File: src/rtl/core/humidity_temperature_compensation_assert.svh
// Assertion shorthands shared by the conversion block.
`ifndef HUMIDITY_TEMPERATURE_COMPENSATION_ASSERT_SVH
`define HUMIDITY_TEMPERATURE_COMPENSATION_ASSERT_SVH

// Check a consequence in the same cycle as its cause.
`define HTC_ASSERT_SAME(label, clk, rst, ante, cons, msg) \
  label: assert property (@(posedge clk) disable iff (rst) (ante) |-> (cons)) \
    else $error(msg);

// Check a consequence in the cycle after its cause.
`define HTC_ASSERT_NEXT(label, clk, rst, ante, cons, msg) \
  label: assert property (@(posedge clk) disable iff (rst) (ante) |=> (cons)) \
    else $error(msg);

`endif

File: src/rtl/core/htc_pkg.sv
package htc_pkg;

  // Item kind codes
  localparam logic KIND_TEMP = 1'b0;
  localparam logic KIND_HUM  = 1'b1;

  // Register index codes (address bit 2)
  localparam logic REG_LOW_RES     = 1'b0;
  localparam logic REG_TEMP_OFFSET = 1'b1;

  localparam int ADDR_W   = 3;
  localparam int DATA_W   = 32;
  localparam int OFFS_W   = 13;
  localparam int RAW_MAXW = 16;
  localparam int T_W      = 18;
  localparam int OUT_W    = 17;
  localparam int MUL_W    = 30;
  localparam int PROD_W   = 2 * MUL_W;
  localparam int ACC_W    = 40;
  localparam int PRE_SHIFT   = 5;
  localparam int Y_W         = 28;
  localparam int RECIP_SHIFT = 40;
  localparam int Q_W         = 17;

  localparam logic [RAW_MAXW-1:0] TEMP_RAW_LIMIT = 16'd14000;
  localparam logic [RAW_MAXW-1:0] HUM_RAW_LIMIT  = 16'd2567;

  localparam logic signed [OFFS_W-1:0] OFFSET_RESET = -13'sd3966;

  // Humidity law in units of 1e-7 percent: N = BIAS + S*(A - B*S) + corr
  localparam logic signed [MUL_W-1:0] COEF_A_HI = 30'sd6480000;
  localparam logic signed [MUL_W-1:0] COEF_A_LO = 30'sd405000;
  localparam logic signed [MUL_W-1:0] COEF_B_HI = 30'sd7200;
  localparam logic signed [MUL_W-1:0] COEF_B_LO = 30'sd28;
  localparam logic [2:0] C_SHIFT_HI = 3'd7;
  localparam logic [2:0] C_SHIFT_LO = 3'd3;
  localparam logic signed [MUL_W-1:0] T1_SCALED = 30'sd1000;
  localparam logic signed [T_W:0]     T_REF     = 19'sd2500;
  localparam logic signed [ACC_W-1:0] N_BIAS    = -40'sd40000000;
  localparam logic signed [ACC_W-1:0] HALF      = 40'sd50000;

  // Quotient of 65537 already saturates either way, so clamp the dividend there.
  localparam logic [ACC_W-1:0] DIV_CLAMP = 40'd6553700000;
  // ceil(2^40 / 3125): floor(y / 3125) for every y below 2^28
  localparam logic signed [MUL_W-1:0] RECIP = 30'sd351843721;

  localparam logic signed [T_W-1:0] SAT_HI = 18'sd65535;
  localparam logic signed [T_W-1:0] SAT_LO = -18'sd65536;

  typedef struct packed {
    logic                     low_res;
    logic signed [OFFS_W-1:0] temp_offset;
  } cfg_t;

  typedef enum logic [7:0] {
    S_IDLE   = 8'b0000_0001,
    S_DECODE = 8'b0000_0010,
    S_QUAD   = 8'b0000_0100,
    S_CORR   = 8'b0000_1000,
    S_SUM    = 8'b0001_0000,
    S_ROUND  = 8'b0010_0000,
    S_SCALE  = 8'b0100_0000,
    S_DONE   = 8'b1000_0000
  } seq_state_t;

  function automatic logic signed [OUT_W-1:0] sat_out(input logic signed [T_W-1:0] v);
    logic signed [OUT_W-1:0] r;
    if (v > SAT_HI) begin
      r = SAT_HI[OUT_W-1:0];
    end else if (v < SAT_LO) begin
      r = SAT_LO[OUT_W-1:0];
    end else begin
      r = v[OUT_W-1:0];
    end
    return r;
  endfunction

endpackage

File: src/rtl/core/htc_mul.sv
module htc_mul (
  input  logic                              clk,
  input  logic signed [htc_pkg::MUL_W-1:0]  a,
  input  logic signed [htc_pkg::MUL_W-1:0]  b,
  output logic signed [htc_pkg::PROD_W-1:0] p
);

  always_ff @(posedge clk) begin
    p <= a * b;
  end

endmodule

File: src/rtl/core/htc_cfg.sv
module htc_cfg (
  input  logic                         clk,
  input  logic                         rst,
  input  logic                         psel,
  input  logic                         penable,
  input  logic                         pwrite,
  input  logic [htc_pkg::ADDR_W-1:0]   paddr,
  input  logic [htc_pkg::DATA_W-1:0]   pwdata,
  output logic [htc_pkg::DATA_W-1:0]   prdata,
  output logic                         pready,
  output htc_pkg::cfg_t                cfg
);

  logic wr;

  assign pready = 1'b1;
  assign wr     = psel && penable && pwrite;

  always_ff @(posedge clk) begin
    if (rst) begin
      cfg.low_res     <= 1'b0;
      cfg.temp_offset <= htc_pkg::OFFSET_RESET;
    end else if (wr) begin
      case (paddr[2])
        htc_pkg::REG_LOW_RES:     cfg.low_res     <= pwdata[0];
        htc_pkg::REG_TEMP_OFFSET: cfg.temp_offset <= $signed(pwdata[htc_pkg::OFFS_W-1:0]);
        default: ;
      endcase
    end
  end

  always_comb begin
    case (paddr[2])
      htc_pkg::REG_LOW_RES:
        prdata = {{(htc_pkg::DATA_W-1){1'b0}}, cfg.low_res};
      htc_pkg::REG_TEMP_OFFSET:
        prdata = {{(htc_pkg::DATA_W-htc_pkg::OFFS_W){1'b0}}, cfg.temp_offset};
      default:
        prdata = '0;
    endcase
  end

endmodule

File: src/rtl/core/humidity_temperature_compensation.sv
// Channel   | Direction | Handshake           | Payload
// ----------+-----------+---------------------+---------------------------------
// input     | in        | in_valid / in_stall | kind, raw_value
// result    | out       | out_valid/out_stall | result_kind, accepted, value
// register  | in/out    | APB psel/penable    | paddr, pwdata, prdata, pready
//
// Steps: a temperature or rejected item goes from decode to the final step; a humidity
//   item makes four passes through the one shared 30x30 multiplier (B*S,
//   S*(A-B*S), correction, reciprocal divide by 1e5) and the steps between.
// Reset: rst is synchronous, active high; clear sequencer, out_valid, stored temperature, registers.
// Stalls: hold a finished item in the result register while out_stall is high;
//   accept the next item meanwhile and park it in its last step until free.
module humidity_temperature_compensation #(
  parameter int RAW_BITS = 14
) (
  input  logic                                clk,
  input  logic                                rst,
  // input item channel
  input  logic                                in_valid,
  output logic                                in_stall,
  input  logic                                kind,
  input  logic [RAW_BITS-1:0]                 raw_value,
  // result item channel
  output logic                                out_valid,
  input  logic                                out_stall,
  output logic                                result_kind,
  output logic                                accepted,
  output logic signed [htc_pkg::OUT_W-1:0]    value,
  // register port
  input  logic                                psel,
  input  logic                                penable,
  input  logic                                pwrite,
  input  logic [htc_pkg::ADDR_W-1:0]          paddr,
  input  logic [htc_pkg::DATA_W-1:0]          pwdata,
  output logic [htc_pkg::DATA_W-1:0]          prdata,
  output logic                                pready
);

  htc_pkg::cfg_t       cfg;
  htc_pkg::seq_state_t seq_state, seq_state_next;

  // Captured item
  logic                kind_r;
  logic [RAW_BITS-1:0] raw_r;

  // Working registers
  logic signed [htc_pkg::ACC_W-1:0] acc, acc_next;
  logic                             neg, neg_next;
  logic                             res_ok, res_ok_next;
  logic signed [htc_pkg::OUT_W-1:0] res_value, res_value_next;
  logic signed [htc_pkg::T_W-1:0]   last_temperature, last_temperature_next;
  logic                             load_out;

  // Shared multiplier
  logic signed [htc_pkg::MUL_W-1:0]  mul_a, mul_b;
  logic signed [htc_pkg::PROD_W-1:0] prod;

  // Datapath helpers
  logic [htc_pkg::RAW_MAXW-1:0]      raw16;
  logic signed [htc_pkg::MUL_W-1:0]  s_ext;
  logic signed [htc_pkg::MUL_W-1:0]  coef_a, coef_b;
  logic [2:0]                        c_shift;
  logic                              temp_ok, hum_ok;
  logic [htc_pkg::T_W-1:0]           t_scaled;
  logic signed [htc_pkg::T_W-1:0]    t_new;
  logic signed [htc_pkg::T_W:0]      t_rel;
  logic [htc_pkg::ACC_W-1:0]         rnd, rnd_clamped;
  logic [htc_pkg::Y_W-1:0]           div_in;
  logic [htc_pkg::Q_W-1:0]           quot;
  logic signed [htc_pkg::T_W-1:0]    quot_s, quot_signed;

  htc_cfg u_cfg (
    .clk     (clk),
    .rst     (rst),
    .psel    (psel),
    .penable (penable),
    .pwrite  (pwrite),
    .paddr   (paddr),
    .pwdata  (pwdata),
    .prdata  (prdata),
    .pready  (pready),
    .cfg     (cfg)
  );

  htc_mul u_mul (
    .clk (clk),
    .a   (mul_a),
    .b   (mul_b),
    .p   (prod)
  );

  // Take a new item only from idle; hold off during reset too.
  assign in_stall = rst || (seq_state != htc_pkg::S_IDLE);

  assign raw16   = htc_pkg::RAW_MAXW'(raw_r);
  assign s_ext   = $signed(htc_pkg::MUL_W'(raw_r));
  assign coef_a  = cfg.low_res ? htc_pkg::COEF_A_HI : htc_pkg::COEF_A_LO;
  assign coef_b  = cfg.low_res ? htc_pkg::COEF_B_HI : htc_pkg::COEF_B_LO;
  assign c_shift = cfg.low_res ? htc_pkg::C_SHIFT_HI : htc_pkg::C_SHIFT_LO;
  assign temp_ok = (raw16 <= htc_pkg::TEMP_RAW_LIMIT);
  assign hum_ok  = (raw16 <= htc_pkg::HUM_RAW_LIMIT);

  // Temperature: offset plus raw count, times four in the 12-bit mode.
  assign t_scaled = cfg.low_res ? {raw16, 2'b00} : {2'b00, raw16};
  assign t_new    = $signed(t_scaled) + htc_pkg::T_W'(cfg.temp_offset);

  // Correction factor (T - 25.00) scaled to hundredths.
  assign t_rel = (htc_pkg::T_W + 1)'(last_temperature) - htc_pkg::T_REF;

  // Round half away from zero on the magnitude, then clamp where the result
  // saturates anyway so the divide fits the multiplier.
  assign rnd         = acc[htc_pkg::ACC_W-1] ? $unsigned(htc_pkg::HALF - acc)
                                             : $unsigned(acc + htc_pkg::HALF);
  assign rnd_clamped = (rnd > htc_pkg::DIV_CLAMP) ? htc_pkg::DIV_CLAMP : rnd;
  assign div_in      = rnd_clamped[htc_pkg::PRE_SHIFT +: htc_pkg::Y_W];

  assign quot        = prod[htc_pkg::RECIP_SHIFT +: htc_pkg::Q_W];
  assign quot_s      = $signed({1'b0, quot});
  assign quot_signed = neg ? -quot_s : quot_s;

  always_comb begin
    seq_state_next        = seq_state;
    mul_a                 = '0;
    mul_b                 = '0;
    acc_next              = acc;
    neg_next              = neg;
    res_ok_next           = res_ok;
    res_value_next        = res_value;
    last_temperature_next = last_temperature;
    load_out              = 1'b0;
    case (seq_state)
      htc_pkg::S_IDLE: begin
        if (in_valid) begin
          seq_state_next = htc_pkg::S_DECODE;
        end
      end
      htc_pkg::S_DECODE: begin
        // Start B*S speculatively; drop it unless the item is humidity.
        mul_a = coef_b;
        mul_b = s_ext;
        if (kind_r == htc_pkg::KIND_TEMP) begin
          res_ok_next    = temp_ok;
          res_value_next = temp_ok ? htc_pkg::sat_out(t_new) : '0;
          if (temp_ok) begin
            last_temperature_next = t_new;
          end
          seq_state_next = htc_pkg::S_DONE;
        end else if (!hum_ok) begin
          res_ok_next    = 1'b0;
          res_value_next = '0;
          seq_state_next = htc_pkg::S_DONE;
        end else begin
          res_ok_next    = 1'b1;
          seq_state_next = htc_pkg::S_QUAD;
        end
      end
      htc_pkg::S_QUAD: begin
        mul_a          = s_ext;
        mul_b          = coef_a - $signed(prod[htc_pkg::MUL_W-1:0]);
        seq_state_next = htc_pkg::S_CORR;
      end
      htc_pkg::S_CORR: begin
        acc_next = htc_pkg::N_BIAS + htc_pkg::ACC_W'(prod);
        // Correction only when the stored temperature is above zero.
        mul_a = (last_temperature > 0) ? htc_pkg::MUL_W'(t_rel) : '0;
        mul_b = htc_pkg::T1_SCALED + $signed(htc_pkg::MUL_W'(raw_r) << c_shift);
        seq_state_next = htc_pkg::S_SUM;
      end
      htc_pkg::S_SUM: begin
        acc_next       = acc + htc_pkg::ACC_W'(prod);
        seq_state_next = htc_pkg::S_ROUND;
      end
      htc_pkg::S_ROUND: begin
        // Divide by 1e5 as a shift by 5 and a reciprocal multiply for 3125.
        neg_next       = acc[htc_pkg::ACC_W-1];
        mul_a          = $signed(htc_pkg::MUL_W'(div_in));
        mul_b          = htc_pkg::RECIP;
        seq_state_next = htc_pkg::S_SCALE;
      end
      htc_pkg::S_SCALE: begin
        res_value_next = htc_pkg::sat_out(quot_signed);
        seq_state_next = htc_pkg::S_DONE;
      end
      htc_pkg::S_DONE: begin
        // Hold here until the result register is free.
        if (!out_valid || !out_stall) begin
          load_out       = 1'b1;
          seq_state_next = htc_pkg::S_IDLE;
        end
      end
      default: begin
        seq_state_next = htc_pkg::S_IDLE;
      end
    endcase
  end

  always_ff @(posedge clk) begin
    if (rst) begin
      seq_state        <= htc_pkg::S_IDLE;
      last_temperature <= '0;
      out_valid        <= 1'b0;
    end else begin
      seq_state        <= seq_state_next;
      last_temperature <= last_temperature_next;
      if (load_out) begin
        out_valid <= 1'b1;
      end else if (!out_stall) begin
        out_valid <= 1'b0;
      end
    end
  end

  always_ff @(posedge clk) begin
    if (in_valid && !in_stall) begin
      kind_r <= kind;
      raw_r  <= raw_value;
    end
    acc       <= acc_next;
    neg       <= neg_next;
    res_ok    <= res_ok_next;
    res_value <= res_value_next;
    if (load_out) begin
      result_kind <= kind_r;
      accepted    <= res_ok;
      value       <= res_value;
    end
  end

`include "humidity_temperature_compensation_assert.svh"

  `HTC_ASSERT_NEXT(a_accept_decodes, clk, rst, in_valid && !in_stall, seq_state == htc_pkg::S_DECODE, "accepted item did not enter decode")
  `HTC_ASSERT_SAME(a_reject_zero, clk, rst, out_valid && !accepted, value == '0, "rejected item carries a nonzero value")
  `HTC_ASSERT_SAME(a_result_from_done, clk, rst, $rose(out_valid), $past(seq_state) == htc_pkg::S_DONE, "result appeared outside the final step")
  `HTC_ASSERT_SAME(a_temp_store, clk, rst, !$past(rst) && (last_temperature != $past(last_temperature)), $past(seq_state == htc_pkg::S_DECODE && kind_r == htc_pkg::KIND_TEMP), "stored temperature changed without a temperature item")

endmodule

File: config.mk
export PLATFORM = sky130hd
export DESIGN_NAME = humidity_temperature_compensation
export DESIGN_NICKNAME = d
export VERILOG_FILES = /design/src/rtl/core/htc_pkg.sv /design/src/rtl/core/htc_mul.sv /design/src/rtl/core/htc_cfg.sv /design/src/rtl/core/humidity_temperature_compensation.sv
export VERILOG_INCLUDE_DIRS = /design/src /design/src/rtl/core
export SDC_FILE = /design/constraint.sdc
export NUM_CORES = 2
export LEC_CHECK = 0
export BUFFER_PORTS_ARGS = -buffer_cell sky130_fd_sc_hd__buf_4
export CAP_MARGIN = 20
export CORE_MARGIN = 2
export CORE_UTILIZATION = 45
export CTS_BUF_LIST = sky130_fd_sc_hd__clkbuf_16
export DETAILED_ROUTE_END_ITERATION = 8
export SLEW_MARGIN = 20
export SYNTH_ARGS = -nofsm -noshare
export SYNTH_HDL_FRONTEND = slang
export SYNTH_SLANG_ARGS = --single-unit
File: constraint.sdc
create_clock -name clk -period 26.5 [get_ports clk]
set_input_delay 2.65 -clock clk [delete_from_list [all_inputs] [get_ports clk]]
set_output_delay 2.65 -clock clk [all_outputs]
set_load 0.01 [all_outputs]
======== Yosys cells after proc, flatten, opt, wreduce, memory -nomap -nowiden ========
Index checks and enable logic that the tools add are counted.
cells by class
  add/subtract/negate cells ............... 9
  $mul .................................... 1
  magnitude comparators ................... 8
  equal/unequal tests ..................... 13
  shift operators ......................... 1
  multiplexer cells ....................... 31
  bitwise operators ....................... 2
  reductions and logical operators ........ 15
operators by type and width
  kind                                                           count
  one-hot mux 30 bit (4 select lines)                            2
  2-to-1 mux 17 bit                                              7
  one-hot mux 40 bit (2 select lines)                            1
  one-hot mux 32 bit (2 select lines)                            1
  one-hot mux 8 bit (8 select lines)                             1
  multiplier 30 x 30 -> 57 bit                                   1
  adder 27 x 40 -> 40 bit (first input constant)                 1
  adder 40 x 17 -> 40 bit (second input constant)                1
  adder 40 bit                                                   1
  > comparator 40 x 33 -> 1 bit (second input constant)          1
  2-to-1 mux 40 bit                                              1
  subtractor 17 x 40 -> 40 bit (first input constant)            1
  > comparator 18 x 17 -> 1 bit (second input constant)          2
  less-than comparator 18 x 17 -> 1 bit (second input constant)  2
  one-hot mux 17 bit (2 select lines)                            1
  2-to-1 mux 33 bit                                              1
  2-to-1 mux 8 bit                                               4
  adder 11 x 30 -> 30 bit (first input constant)                 1
  2-to-1 mux 30 bit                                              1
  left shift 14 x 3 -> 30 bit                                    1
  subtractor 24 x 30 -> 30 bit                                   1
  2-to-1 mux 23 bit                                              1
  subtractor 18 x 13 -> 19 bit (second input constant)           1
  adder 17 x 13 -> 18 bit                                        1
  other kinds (28)                                               44
word-level totals
  register bits after elaboration ......... 191
  bits of input ports ..................... 57
  output and inout bits ................... 54

======== Longest topological paths before layout ========
  depth in word-level cells ............... 8
  gate-level depth with buffers ........... 45
  gate-level depth less buffers ........... 42

======== Modules after synthesis ========
Synthesis repeated with hierarchy kept, for this count alone.
unflattened totals
  cells, all modules ...................... 5364
  area total of the unflattened synthesis .. 47395.5 um^2
modules (own cells, without submodules)
  module                             times used  cells each  area each (um^2)  seq. area each (um^2)
  htc_mul                            1           3673        33955.1           1201.2
  humidity_temperature_compensation  1           1593        12554.5           3333.2
  htc_cfg                            1           98          885.8             280.3

======== Worst setup path before layout ========
No wires, ideal clock.
  path kind ............................... flip-flop to flip-flop
  start ................................... register acc[3] (netlist bit)
  end ..................................... register u_mul.p[56] (netlist bit)
  setup time .............................. 0.120 ns
  arrival ................................. 11.044 ns
  data required time ...................... 26.380 ns
  setup slack ............................. 15.336 ns
  cell stages (with the launch flop) ...... 42
  period minus slack after synthesis ...... 11.164 ns
  path through ............................ edfxtp_1 > or4_4 > a311oi_4 > o21ai_2 > or4_1 > a22oi_1 > xnor2_1 > or4_1 > or4_4 > a211oi_2 > buf_2 > a21o_1 > buf_4 > nand2_1 > fa_1 > inv_1 > fa_1 > inv_1 > (+6 left out) > fa_1 > fa_1 > inv_1 > fa_1 > inv_1 > ha_1 > nand3_1 > nor3_1 > o21ai_0 > a21oi_1 > nand2_1 > o21ai_0 > a221oi_1 > o311ai_0 > a31oi_1 > o31ai_1 > a21oi_1 > xnor2_1
on the way
  longest elaborated chain between the ends .. 6
RTL lines
  item                                                                     RTL line                                                                            RTL
  from (decl)                                                              humidity_temperature_compensation.sv:47                                             logic signed [htc_pkg::ACC_W-1:0] acc, acc_next;
  from (signal assigned)                                                   humidity_temperature_compensation.sv:218                                            acc <= acc_next;
  adder 40 x 17 -> 40 bit or subtractor 17 x 40 -> 40 bit (tied branches)  humidity_temperature_compensation.sv:113, humidity_temperature_compensation.sv:112
  2-to-1 mux 40 bit (*)                                                    humidity_temperature_compensation.sv:112                                            assign rnd = acc[htc_pkg::ACC_W-1] ? $unsigned(htc_pkg::HALF - acc)
  > comparator 40 x 33 -> 1 bit                                            humidity_temperature_compensation.sv:114                                            assign rnd_clamped = (rnd > htc_pkg::DIV_CLAMP) ? htc_pkg::DIV_CLAMP : rnd;
  2-to-1 mux 33 bit (*)                                                    humidity_temperature_compensation.sv:114
  one-hot mux 30 bit (4 select lines) (*)                                  humidity_temperature_compensation.sv:131                                            case (seq_state)
  multiplier 30 x 30 -> 57 bit (*)                                         htc_mul.sv:9                                                                        p <= a * b;
  to (signal assigned)                                                     htc_mul.sv:9
  to (decl)                                                                htc_mul.sv:5                                                                        output logic signed [htc_pkg::PROD_W-1:0] p
Mark *: on every way between the ends. The rest lies on a longest branch, timed or not.
A chain may end at the register's enable or synchronous reset.

======== Worst setup path in the final report ========
  start ................................... register acc[24] (netlist bit)
  end ..................................... register u_mul.p[56] (netlist bit)
Same word-level chain as after synthesis.

==> impl_metrics.yaml <==
setup_path:
  timing.critical_path.from_type: "flip-flop"
  worstReg2RegStart: "acc[24]$_DFFE_PN_"
  crit_required_ns: 26.87
  cp-startpoint: "acc[24]$_DFFE_PN_"
  endpoint_kind: "flip-flop"
  worstSetupPathType: "reg -> reg"
  cp_slowest_cell: "nand4_1"
  crit_top_cell: "fa_1"
  path_max_fanout: 19
  arrival_ns: 15.12
  max_stage_delay_ns: 0.80
timing:
  setup_slack_ns: 11.75
  period_needed_ns: 14.75
  setup_violations: 0
  slew_headroom_pct: 26.0
  finalHoldViolCount: 0
  worstMarginPinSlew_ns: 1.11
  fin_skew_ns: 0.0236
  rsz0062_at_grt: "false"
  max_freq_ghz: 0.0678
  tns_ns: 0
  fin_crit_sh_pct: 55.7
  slew_violations: 0
routing:
  via_per_inst: 5.44
  drc_errors: 0
  drt_iter0_drc: 2959
  wl_per_cell_um: 21.5
  antenna_left: 0
  totalWireLength_mm: 138
  dr.pass1.iters: 6
  vias: 34900
placed_design:
  placed_area_sq_um: 46600
  gp_congestion: 0.943
  port_buffers: 69
  dp_slack_ns: 12.00
  dp_hpwl_mm: 111
clock_tree:
  clock_sinks: 191
  max-clock-path-buffers: 2
  htreeDepth: 4
  clk_pin_slew_ns: 0.10
  clock_latency_ns: 0.49
  cts_tree: "built"
  cts_resized: 0
  clock-root-buffer: "clkbuf_16"
  cts_buffers: 17
  cts_hold_buffers: 0
  cts_setup_buffers: 0
die:
  die_w_um: 318
  core_area_sq_um: 98000
  die-area_sq_um: 101000
  start_util_pct: 45.2
  chipHeight_um: 318
  io_pins: 111
  fp-row-count: 115
synth:
  synth-xor-area-share_pct: 4.63
  async_flop_share_pct: 0
  yosysWarnings: 0
  synth_compound_area_share_pct: 10.2
  ys_types: 87
  synth_edf_count: 93
  synth_top_family_by_area: "adder cells"
  yosys.area_share.adder_pct: 48.1
  synthFlopType: "dfxtp_1"
  syn-instance-count: 5038
  yosys-mux-area-fraction_pct: 0.676
  synth_area_per_cell_sq_um: 8.78
  synth_seq_cells: 191
  synthSimpleGateAreaFrac_pct: 13.8
  syn_area_sq_um: 44300
  synth-seq-area-share_pct: 10.7
global_route:
  grt_pass1_vias: 35800
  grt_antenna_before_repair: 4
  grt-ovfl-total: 0
  grtUsageTotal_pct: 27.9
  grt_max_degree: 55
  grt_pass1_wl_mm: 214
final_layout:
  syn_to_final_growth_pct: 6.82
  final_area_sq_um: 47300
  drive_gt1_share_pct: 5.34
  ff_latch_area_sq_um: 4750
  antenna_cells: 0
  nets: 6316
  fin_util_pct: 48.3
  multi_input_area_sq_um: 34800
  fillers: 9476
power:
  leakage_nw: 23.0
  cellPowerDensity_nw_per_um2: 38.6
  ir_drop_mv: 0.136
flow_run:
  cap_violations: 0
status:
  status: "complete, no violations"
hold_path:
  hold_class: "reg -> reg"
  min-delay-start: "res_value[16]$_DFFE_PP_"
## placed cells by master, fill, tap and decap left out, types with 18 or more instances in the layout
cell type | netlist | final
inv_1 | 1115 | 1115
fa_1 | 912 | 912
nand2_1 | 566 | 565
nor2_1 | 448 | 447
ha_1 | 244 | 244
o21ai_0 | 169 | 164
buf_4 | 29 | 159
a21oi_1 | 153 | 151
xnor2_1 | 149 | 149
conb_1 | 2 | 106
dfxtp_1 | 98 | 98
edfxtp_1 | 93 | 93
xor2_1 | 85 | 85
a21o_1 | 77 | 77
and2_1 | 63 | 63
nand3_1 | 49 | 49
nor3_1 | 47 | 47
o21ai_1 | 40 | 44
or3_1 | 30 | 30
and3_1 | 26 | 26
nand2b_1 | 26 | 26
o21a_1 | 25 | 25
o211ai_1 | 24 | 24
a31oi_1 | 25 | 24
mux2i_1 | 22 | 22
a211oi_1 | 23 | 21
nand4_1 | 18 | 18
## worst paths after layout
kind,to,slack (ns),cells after the start
setup reg to reg,u_mul.p[56]$_DFF_P_,11.75,39
hold / removal,value[16]$_DFFE_PP_,0.43,0
setup / recovery,u_mul.p[56]$_DFF_P_,11.75,39
hold reg to reg,value[16]$_DFFE_PP_,0.43,0
## critical path, delay by kind of cell, from the launching register on
family                   cells  cell delay [ns]
AO/OA/AOI/OAI               13             4.23
XOR/XNOR                     1             0.09
buffers and inverters        6             0.58
AND/OR/NAND/NOR             10             4.83
flip-flops                   1             0.55
adder cells (fa/ha/maj)      9             4.31
## area by class of cell
cell class              count  area share [%]
clock buffers              17           0.900
clock inverters            15           0.479
inverters                1133            9.00
multi-input cells        3601            73.6
flip-flops and latches    191            10.1
well taps                1287            3.41
repair buffers            159            2.52
## per-stage QoR
stage,hold slack [ns],std cells,power (mW)
final,0.430,6403,1.82
after global routing,0.432,6403,1.99
after CTS,0.430,6403,1.83
after detailed placement,0.405,6371,1.53
after global placement,0.401,6370,1.51
after floorplan,0.400,5142,1.26
## logic make-up (layout without fill, tap and decap cells)
group,after synthesis,count (layout)
xor+xnor,234,234
other cells,2,106
simple gates,1378,1378
fa+ha+maj,1156,1156
flops,191,191
compound gates,698,698
buf+inv,1350,1324
mux,29,29
## cells in the mapped netlist (29+ instances only)
cell type | instances | area [sq um]
nor3_1 | 47 | 235
nor2_1 | 448 | 1680
nand3_1 | 49 | 245
o21ai_0 | 169 | 846
a21o_1 | 77 | 578
edfxtp_1 | 93 | 2790
inv_1 | 1115 | 4190
clkbuf_1 | 153 | 574
dfxtp_1 | 98 | 1960
ha_1 | 244 | 3050
xor2_1 | 85 | 744
xnor2_1 | 149 | 1310
or3_1 | 30 | 188
nand2_1 | 566 | 2120
a21oi_1 | 153 | 766
buf_4 | 29 | 218
o21ai_1 | 40 | 200
and2_1 | 63 | 394
fa_1 | 912 | 18300
## sequential cells by signal (all words and copies together) (netlist names)
signal,count
acc,40
accepted,1
kind_r,1
last_temperature,18
neg,1
out_valid,1
raw_r,14
res_ok,1
res_value,17
result_kind,1
seq_state,8
u_cfg.cfg,14
u_mul.p,57
value,17
## power breakdown
part,switching [mW],internal [mW],leakage (nW)
registers,0.0484,0.360,1.65
clock network,0.161,0.136,0.315
logic,0.630,0.489,21.0
total,0.840,0.984,23.0
## per-layer routing
| layer | wire length [um] | track usage (%) | vias to the layer above | share of wire, % |
|---|---|---|---|---|
| met5 | 33 | 0 | - | 0.024 |
| met4 | 5840 | 10.4 | 4 | 4.2 |
| met3 | 9740 | 4.17 | 242 | 7.1 |
| met2 | 64100 | 45.4 | 1262 | 47 |
| met1 | 58000 | 37.7 | 17800 | 42 |
| li1 | - | - | 15500 | - |
Power figures use the tool's default switching activity.
